==> src/hw/rtl/lkvc_pkg.sv <==
`timescale 1ns / 1ps
// Package for the LRU key/value cache: field widths, reset values, FSM and command codes.
// Shared by lkvc_cell, lru_key_value_cache, lkvc_checker and tb_top; depends on nothing else.
package lkvc_pkg;

   // Payload widths
   localparam int KEY_W      = 32;
   localparam int VALUE_W    = 32;
   localparam int CAP_W      = 5;
   localparam int REQ_DATA_W = KEY_W + VALUE_W;
   localparam int RSP_DATA_W = VALUE_W;

   // Defaults and fixed values
   localparam int                 DEFAULT_ENTRIES = 16;
   localparam logic [CAP_W-1:0]   CAP_RESET       = 5'd16;
   localparam logic [VALUE_W-1:0] MISS_VALUE      = '1;

   // Request kinds carried in req_tuser
   localparam logic REQ_GET = 1'b0;
   localparam logic REQ_PUT = 1'b1;

   typedef enum logic [1:0] {
      ST_IDLE,
      ST_LOOKUP,
      ST_UPDATE
   } state_type;

   typedef enum logic [1:0] {
      CMD_NONE,
      CMD_TOUCH,
      CMD_FILL,
      CMD_EVICT
   } cmd_type;

   // Broadcast from the controller to every cell
   typedef struct packed {
      cmd_type              cmd;
      logic                 is_put;
      logic [KEY_W-1:0]     key;
      logic [VALUE_W-1:0]   value;
   } op_type;

   // Hit data rippled along the row of cells
   typedef struct packed {
      logic                 hit;
      logic [VALUE_W-1:0]   value;
   } chain_type;

endpackage

==> src/hw/rtl/lkvc_cell.sv <==
`timescale 1ns / 1ps
// One slot of the LRU cache: stored key, value and recency rank, plus its match flag.
// Depends on lkvc_pkg; instantiated in a row by lru_key_value_cache.
module lkvc_cell #(
   parameter int INDEX  = 0,
   parameter int CNT_W  = 5,
   parameter int RANK_W = 4
) (
   input  logic                  clock,
   input  logic                  lookup_en,
   input  logic [CNT_W-1:0]      count,
   input  lkvc_pkg::op_type      op,
   input  logic [RANK_W-1:0]     ref_rank,
   input  lkvc_pkg::chain_type   chain_prev,
   input  logic [RANK_W-1:0]     rank_prev,
   output lkvc_pkg::chain_type   chain_next,
   output logic [RANK_W-1:0]     rank_next
);
   import lkvc_pkg::*;

   logic [KEY_W-1:0]   key_ff,   key_in;
   logic [VALUE_W-1:0] value_ff, value_in;
   logic [RANK_W-1:0]  rank_ff,  rank_in;
   logic               match_ff, match_in;
   logic               filled;
   logic               match;
   logic               older_than_ref;

   assign filled         = CNT_W'(INDEX) < count;
   assign match          = filled && (key_ff == op.key);
   assign older_than_ref = filled && (rank_ff < ref_rank);

   // Pass hit data on to the next cell, merging this slot's match
   always_comb begin
      chain_next.hit   = chain_prev.hit | match;
      chain_next.value = chain_prev.value | (match ? value_ff : '0);
      rank_next        = rank_prev | (match ? rank_ff : '0);
   end

   // Hold the match flag from the lookup cycle for the update cycle
   assign match_in = lookup_en ? match : match_ff;

   // Apply the broadcast command
   always_comb begin
      key_in   = key_ff;
      value_in = value_ff;
      rank_in  = rank_ff;
      unique case (op.cmd)
         CMD_NONE: begin
         end
         CMD_TOUCH: begin
            if (older_than_ref) begin
               rank_in = rank_ff + RANK_W'(1);
            end
            if (match_ff) begin
               rank_in = '0;
               if (op.is_put) begin
                  value_in = op.value;
               end
            end
         end
         CMD_FILL: begin
            if (filled) begin
               rank_in = rank_ff + RANK_W'(1);
            end
            if (CNT_W'(INDEX) == count) begin
               key_in   = op.key;
               value_in = op.value;
               rank_in  = '0;
            end
         end
         CMD_EVICT: begin
            if (older_than_ref) begin
               rank_in = rank_ff + RANK_W'(1);
            end
            if (filled && (rank_ff == ref_rank)) begin
               key_in   = op.key;
               value_in = op.value;
               rank_in  = '0;
            end
         end
         default: begin
         end
      endcase
   end

   always_ff @(posedge clock) begin
      key_ff   <= key_in;
      value_ff <= value_in;
      rank_ff  <= rank_in;
      match_ff <= match_in;
   end

endmodule

==> src/hw/rtl/lru_key_value_cache.sv <==
`timescale 1ns / 1ps
// Fully associative LRU key/value cache built as a row of lkvc_cell slots.
// Each request passes a lookup state across the cell row, then an update state that
//   re-ranks the row and loads the response register; the update waits while an earlier
//   response is stalled, and the next request is taken during the update.
// Reset (synchronous): entry count cleared, capacity set to 16, controller idle;
//   cell contents are not cleared, only slots below the entry count are ever used.
module lru_key_value_cache #(
   parameter int ENTRIES = lkvc_pkg::DEFAULT_ENTRIES
) (
   input  logic                           clock,
   input  logic                           reset,
   // Request channel
   input  logic                           req_tvalid,
   output logic                           req_tready,
   input  logic [lkvc_pkg::REQ_DATA_W-1:0] req_tdata,  // lookup_key [31:0], write_value [63:32]
   input  logic                           req_tuser,  // req_type [0]: 0 get, 1 put
   // Response channel
   output logic                           rsp_tvalid,
   input  logic                           rsp_tready,
   output logic [lkvc_pkg::RSP_DATA_W-1:0] rsp_tdata,  // read_value [31:0]
   output logic                           rsp_tuser,  // hit [0]
   // Configuration
   input  logic                           csr_wr_en,
   input  logic [lkvc_pkg::CAP_W-1:0]     csr_wr_data  // capacity_in_use
);
   import lkvc_pkg::*;

   localparam int CNT_W  = $clog2(ENTRIES + 1);
   localparam int RANK_W = (ENTRIES > 1) ? $clog2(ENTRIES) : 1;
   localparam int CMP_W  = (CNT_W > CAP_W) ? CNT_W : CAP_W;

   state_type            state_ff, state_in;
   logic [CNT_W-1:0]     count_ff, count_in;
   logic [CAP_W-1:0]     cap_ff;
   logic                 req_put_ff;
   logic [KEY_W-1:0]     req_key_ff;
   logic [VALUE_W-1:0]   req_value_ff;
   logic                 hit_ff;
   logic [VALUE_W-1:0]   found_value_ff;
   logic [RANK_W-1:0]    found_rank_ff;
   logic                 rsp_valid_ff;
   logic                 rsp_hit_ff;
   logic [VALUE_W-1:0]   rsp_value_ff;

   logic                 req_accept;
   logic                 lookup_en;
   logic                 update_go;
   logic [CMP_W-1:0]     cap_eff;
   logic                 room_left;
   logic [CNT_W-1:0]     count_minus;
   op_type               op;
   logic [RANK_W-1:0]    ref_rank;
   chain_type            chain_w [ENTRIES+1];
   logic [RANK_W-1:0]    rank_chain_w [ENTRIES+1];

   // Effective capacity clamped to 1..ENTRIES
   always_comb begin
      cap_eff = CMP_W'(cap_ff);
      if (cap_ff == '0) begin
         cap_eff = CMP_W'(1);
      end else if (CMP_W'(cap_ff) > CMP_W'(ENTRIES)) begin
         cap_eff = CMP_W'(ENTRIES);
      end
   end

   assign room_left   = CMP_W'(count_ff) < cap_eff;
   assign count_minus = count_ff - CNT_W'(1);

   // Next state
   always_comb begin
      state_in = state_ff;
      unique case (state_ff)
         ST_IDLE:   if (req_accept) state_in = ST_LOOKUP;
         ST_LOOKUP: state_in = ST_UPDATE;
         ST_UPDATE: begin
            if (update_go) begin
               state_in = req_accept ? ST_LOOKUP : ST_IDLE;
            end
         end
         default:   state_in = ST_IDLE;
      endcase
   end

   // Controller outputs
   always_comb begin
      lookup_en  = 1'b0;
      update_go  = 1'b0;
      req_tready = 1'b0;
      unique case (state_ff)
         ST_IDLE:   req_tready = 1'b1;
         ST_LOOKUP: lookup_en  = 1'b1;
         ST_UPDATE: begin
            update_go  = !rsp_valid_ff || rsp_tready;
            req_tready = update_go;
         end
         default: begin
         end
      endcase
   end

   assign req_accept = req_tvalid && req_tready;

   // Choose the command broadcast to the cells
   always_comb begin
      op.cmd    = CMD_NONE;
      op.is_put = req_put_ff;
      op.key    = req_key_ff;
      op.value  = req_value_ff;
      ref_rank  = found_rank_ff;
      count_in  = count_ff;
      if (update_go) begin
         priority if (hit_ff) begin
            op.cmd = CMD_TOUCH;
         end else if (req_put_ff == REQ_PUT && room_left) begin
            op.cmd   = CMD_FILL;
            count_in = count_ff + CNT_W'(1);
         end else if (req_put_ff == REQ_PUT) begin
            op.cmd   = CMD_EVICT;
            ref_rank = count_minus[RANK_W-1:0];
         end else begin
            // get that missed: leave the row untouched
            op.cmd = CMD_NONE;
         end
      end
   end

   // Row of cells with the hit chain running through it
   assign chain_w[0]      = '0;
   assign rank_chain_w[0] = '0;

   for (genvar g = 0; g < ENTRIES; g++) begin : g_cell
      lkvc_cell #(
         .INDEX  (g),
         .CNT_W  (CNT_W),
         .RANK_W (RANK_W)
      ) u_cell (
         .clock      (clock),
         .lookup_en  (lookup_en),
         .count      (count_ff),
         .op         (op),
         .ref_rank   (ref_rank),
         .chain_prev (chain_w[g]),
         .rank_prev  (rank_chain_w[g]),
         .chain_next (chain_w[g+1]),
         .rank_next  (rank_chain_w[g+1])
      );
   end

   // Control registers
   always_ff @(posedge clock) begin
      if (reset) begin
         state_ff     <= ST_IDLE;
         count_ff     <= '0;
         cap_ff       <= CAP_RESET;
         rsp_valid_ff <= 1'b0;
      end else begin
         state_ff <= state_in;
         count_ff <= count_in;
         if (csr_wr_en) begin
            cap_ff <= csr_wr_data;
         end
         if (update_go) begin
            rsp_valid_ff <= 1'b1;
         end else if (rsp_tready) begin
            rsp_valid_ff <= 1'b0;
         end
      end
   end

   // Capture the request transaction
   always_ff @(posedge clock) begin
      if (req_accept) begin
         req_put_ff   <= req_tuser;
         req_key_ff   <= req_tdata[KEY_W-1:0];
         req_value_ff <= req_tdata[REQ_DATA_W-1:KEY_W];
      end
   end

   // Hold the lookup outcome for the update cycle
   always_ff @(posedge clock) begin
      if (lookup_en) begin
         hit_ff         <= chain_w[ENTRIES].hit;
         found_value_ff <= chain_w[ENTRIES].value;
         found_rank_ff  <= rank_chain_w[ENTRIES];
      end
   end

   // Load the response register
   always_ff @(posedge clock) begin
      if (update_go) begin
         rsp_hit_ff   <= hit_ff;
         rsp_value_ff <= (hit_ff && req_put_ff == REQ_GET) ? found_value_ff : MISS_VALUE;
      end
   end

   assign rsp_tvalid = rsp_valid_ff;
   assign rsp_tdata  = rsp_value_ff;
   assign rsp_tuser  = rsp_hit_ff;

endmodule

==> config.mk <==
export PLATFORM = sky130hd
export DESIGN_NAME = lru_key_value_cache
export DESIGN_NICKNAME = d
export VERILOG_FILES = /design/src/hw/rtl/lkvc_pkg.sv /design/src/hw/rtl/lkvc_cell.sv /design/src/hw/rtl/lru_key_value_cache.sv
export SDC_FILE = /design/constraint.sdc
export NUM_CORES = 2
export LEC_CHECK = 0
export ABC_AREA = 1
export BUFFER_PORTS_ARGS = -buffer_cell sky130_fd_sc_hd__buf_2
export CAP_MARGIN = 15
export CORE_MARGIN = 4
export CORE_UTILIZATION = 50
export CTS_CLUSTER_DIAMETER = 150
export DETAILED_ROUTE_END_ITERATION = 7
export GPL_TIMING_DRIVEN = 1
export PLACE_DENSITY_LB_ADDON = 0.3
export SYNTH_ARGS = -nofsm -noshare
export SYNTH_HDL_FRONTEND = slang
export SYNTH_SLANG_ARGS = --single-unit
==> constraint.sdc <==
create_clock -name clock -period 17.45 [get_ports clock]
set_clock_uncertainty 0.15 [all_clocks]
set_input_delay 0.8725 -clock clock [delete_from_list [all_inputs] [get_ports clock]]
set_output_delay 0.8725 -clock clock [all_outputs]
set_load 0.005 [all_outputs]
==> results.toml <==
[floorplanning]
pin_count = 110
fp.dieH_um = 353
start_util = 0.504
fp-row-count = 126
fp.dieW_um = 353
core_um2 = 118000
die-area_um2 = 125000

[detailed_routing]
viasPerCell = 5.85
drt_iter0_drc = 5098
totalWireLength_um = 185000
wl_per_cell_um = 24.8
drtPass1Iterations = 6
drc_errors = 0
antenna_left = 1
vias = 43600

[worst_setup_path]
start_kind = "register"
arrival_ns = 5.48
worstSetupPathType = "register to register"
r2r_setup_slack_ns = 12.17
r2r_cells = 12
crit-reg2reg-capture = "g_cell[8].u_cell.key_ff[24]"
timing.rr.start = "state_ff[1]"
crit_path_end_kind = "register"
crit_path_max_fanout = 32
worstPathRequired_ns = 17.65

[global_routing]
grt_pass1_wl_um = 269000
grt_pass1_vias = 41300
grt_start_max_net_pins = 54
track_usage = 0.290
antenna_found_initial = 6
grt_overflow_total = 0

[timing]
finalHoldViolCount = 0
tns_ns = 0
setup_ws_ns = 12.17
finalSetupViolCount = 0
period_minus_slack_ns = 5.28
max_freq_ghz = 0.190
maxSlewHeadroom = 0.184
post-route-period-util = 0.302
maxSlewViolCount = 0
tightest_slew_ns = 1.22
rsz0062_at_grt = "false"

[clock_network]
clock_latency_ns = 0.75
h-tree-depth = 4
clock_sinks = 1252
cts-root-buf = "clkbuf_16"
cts_buffer_depth = 3
clkSlewWorstSetupHoldPaths_ns = 0.06
post_cts_buffers = 0
ctsHoldBuffers = 0
cts_buffers = 134
cts_resized = 0
cts_tree = "done"

[place]
place_inst = 7201
dp_hpwl_um = 102000
gp_congestion = 0.903
numPortBuffers = 109
preCtsSetupSlack_ns = 11.68

[hold_path]
holdPathStages = 1
hold_end = "req_key_ff[26]"
hold_class = "input port to register"
hp-start = "req_tdata[26]"

[synthesis]
synth_seq_cells = 1252
yosysTopAreaCellShare = 0.624
synth_cell_types = 39
synth_cells = 5679
synth_top_area_cell = "edfxtp_1"
ys_seq_area_frac = 0.629
syn_area_um2 = 59600
ys.warnings.count = 0
syn_area_per_cell_um2 = 10.5
synth_fp_nets = 5842
synth_area_leaders = "edfxtp_1 (62%), nand2_1 (11%), nand4_1 (5.7%)"

[run_status]
violations = "antenna rules"
outcome = "finished, violations left"

[finish]
final-instance-count-excl-fill = 7447
drive_above_1_share = 0.0957
fin_nets = 5965
area_delta_synth_final_pct = 10.2

[power]
power_density_nw_per_um2 = 98.1
p_leak_nw = 26.8
vdd_drop_max_v = 0.0000758

[job]
drv_cap = 0
-- placed cells by master (no fill, tap or decap), drive strengths merged, types with 2 or more instances in the layout --
cell,synthesis,final
a211oi,2,2
a21oi,52,52
a31oi,4,4
buf,222,217
bufinv,0,9
clkbuf,8,163
clkinv,3,63
clkinvlp,0,3
dfxtp,13,13
diode,0,5
edfxtp,1239,1239
ha,88,88
inv,770,775
mux2,12,12
mux2i,12,12
nand2,1711,1711
nand3,185,185
nand4,539,539
nor2,390,390
nor3,22,22
nor4,2,2
o211ai,13,13
o21ai,93,93
o22ai,6,6
or2,7,7
xnor2,190,190
xor2,93,93
-- area by class of cell --
cell class	instances	area, um^2
clock inverters	77	656
diodes	5	12.5
fillers	9886	52600
inverters	773	2900
flip-flops and latches	1252	37500
multi-input cells	3424	17800
well taps	1536	1920
clock buffers	163	3570
repair buffers	217	1380
-- state kept, by name (all words and copies together), names as in the netlist --
register,cells
req_key_ff,32
found_value_ff,32
req_put_ff,1
cap_ff,5
hit_ff,1
count_ff,5
rsp_tvalid,1
found_rank_ff,4
g_cell.u_cell.value_ff,512
req_value_ff,32
g_cell.u_cell.rank_ff,64
g_cell.u_cell.match_ff,16
state_ff,2
rsp_tuser,1
g_cell.u_cell.key_ff,512
rsp_tdata,32
-- cell usage after synthesis (all sizes together) --
library cell and number:
nand4 539, nand3 185, a31oi 4, o221ai 1, inv 770, o22ai 6, ha 88, mux2 12
edfxtp 1239, nor3 22, clkbuf 8, dfxtp 13, o311ai 1, a21oi 52, xor2 93, clkinv 3
a211oi 2, nor2 390, xnor2 190, or2 7, o21a 1, o21ai 93, o211ai 13, nor4 2
mux2i 12, buf 222, nand2 1711
-- cell families after synthesis --
| kind of cell | after synthesis | synth area share |
|---|---|---|
| muxes | 24 | 0.00428 |
| adders and majority gates | 88 | 0.0185 |
| xor gates and xnor gates | 283 | 0.0416 |
| AOI/OAI and AO/OA | 173 | 0.0160 |
| and+or+nand+nor | 2856 | 0.214 |
| DFF | 1252 | 0.629 |
| buffers and inverters | 1003 | 0.0772 |
-- how the worst max path moves through the flow --
stage | to | slack (ns) | cells after the start | startpoint
global route | g_cell[8].u_cell.key_ff[24] | 11.85 | 17 | cap_ff[1]
global placement | g_cell[7].u_cell.key_ff[28] | 11.73 | 15 | rsp_tready
floorplan | g_cell[7].u_cell.value_ff[0] | 10.46 | 12 | rsp_tready
detailed placement | g_cell[7].u_cell.key_ff[28] | 11.68 | 15 | rsp_tready
CTS | g_cell[7].u_cell.key_ff[9] | 12.18 | 14 | state_ff[1]
finish | g_cell[8].u_cell.key_ff[24] | 12.17 | 12 | state_ff[1]
-- layer usage --
metal / share of wire / GRT usage / wire [um]
met3: 0.13 / 0.0784 / 24700
met4: 0.044 / 0.120 / 8050
met2: 0.44 / 0.446 / 81600
met1: 0.38 / 0.393 / 70200
met5: 0.00018 / 0 / 34
-- report_power, final --
group / internal, mW / total, mW / leakage, nW / switching, mW
Combinational: 0.0732 / 0.276 / 13.4 / 0.203
Clock: 1.59 / 2.77 / 2.08 / 1.18
Sequential: 3.36 / 3.39 / 11.3 / 0.0367
Total: 5.02 / 6.44 / 26.8 / 1.42
-- critical path: stages (launching register included) --
cell	delay, ns
dfxtp_1	0.43
inv_2	0.04
nor2_1	0.08
nand2_1	0.17
nor3_4	0.61
nand2_2	0.53
o21ai_1	0.67
buf_4	0.34
ha_1	0.15
nand2_1	0.05
o311ai_0	0.52
nand2_1	0.20
nor2_4	0.86
-- through the flow --
step | total power, mW | hold WS (ns) | cell area [um^2] | utilization
after floorplan | 3.62 | 0.294 | 59600 | -
after global placement | 3.72 | 0.319 | 61400 | 0.519
after detailed placement | 3.73 | 0.318 | 61400 | 0.519
after CTS | 6.46 | 0.105 | 65600 | 0.555
after global routing | 6.62 | 0.117 | 65600 | 0.555
final | 6.44 | 0.146 | 65700 | 0.555
(Power assumes the default switching activity.)
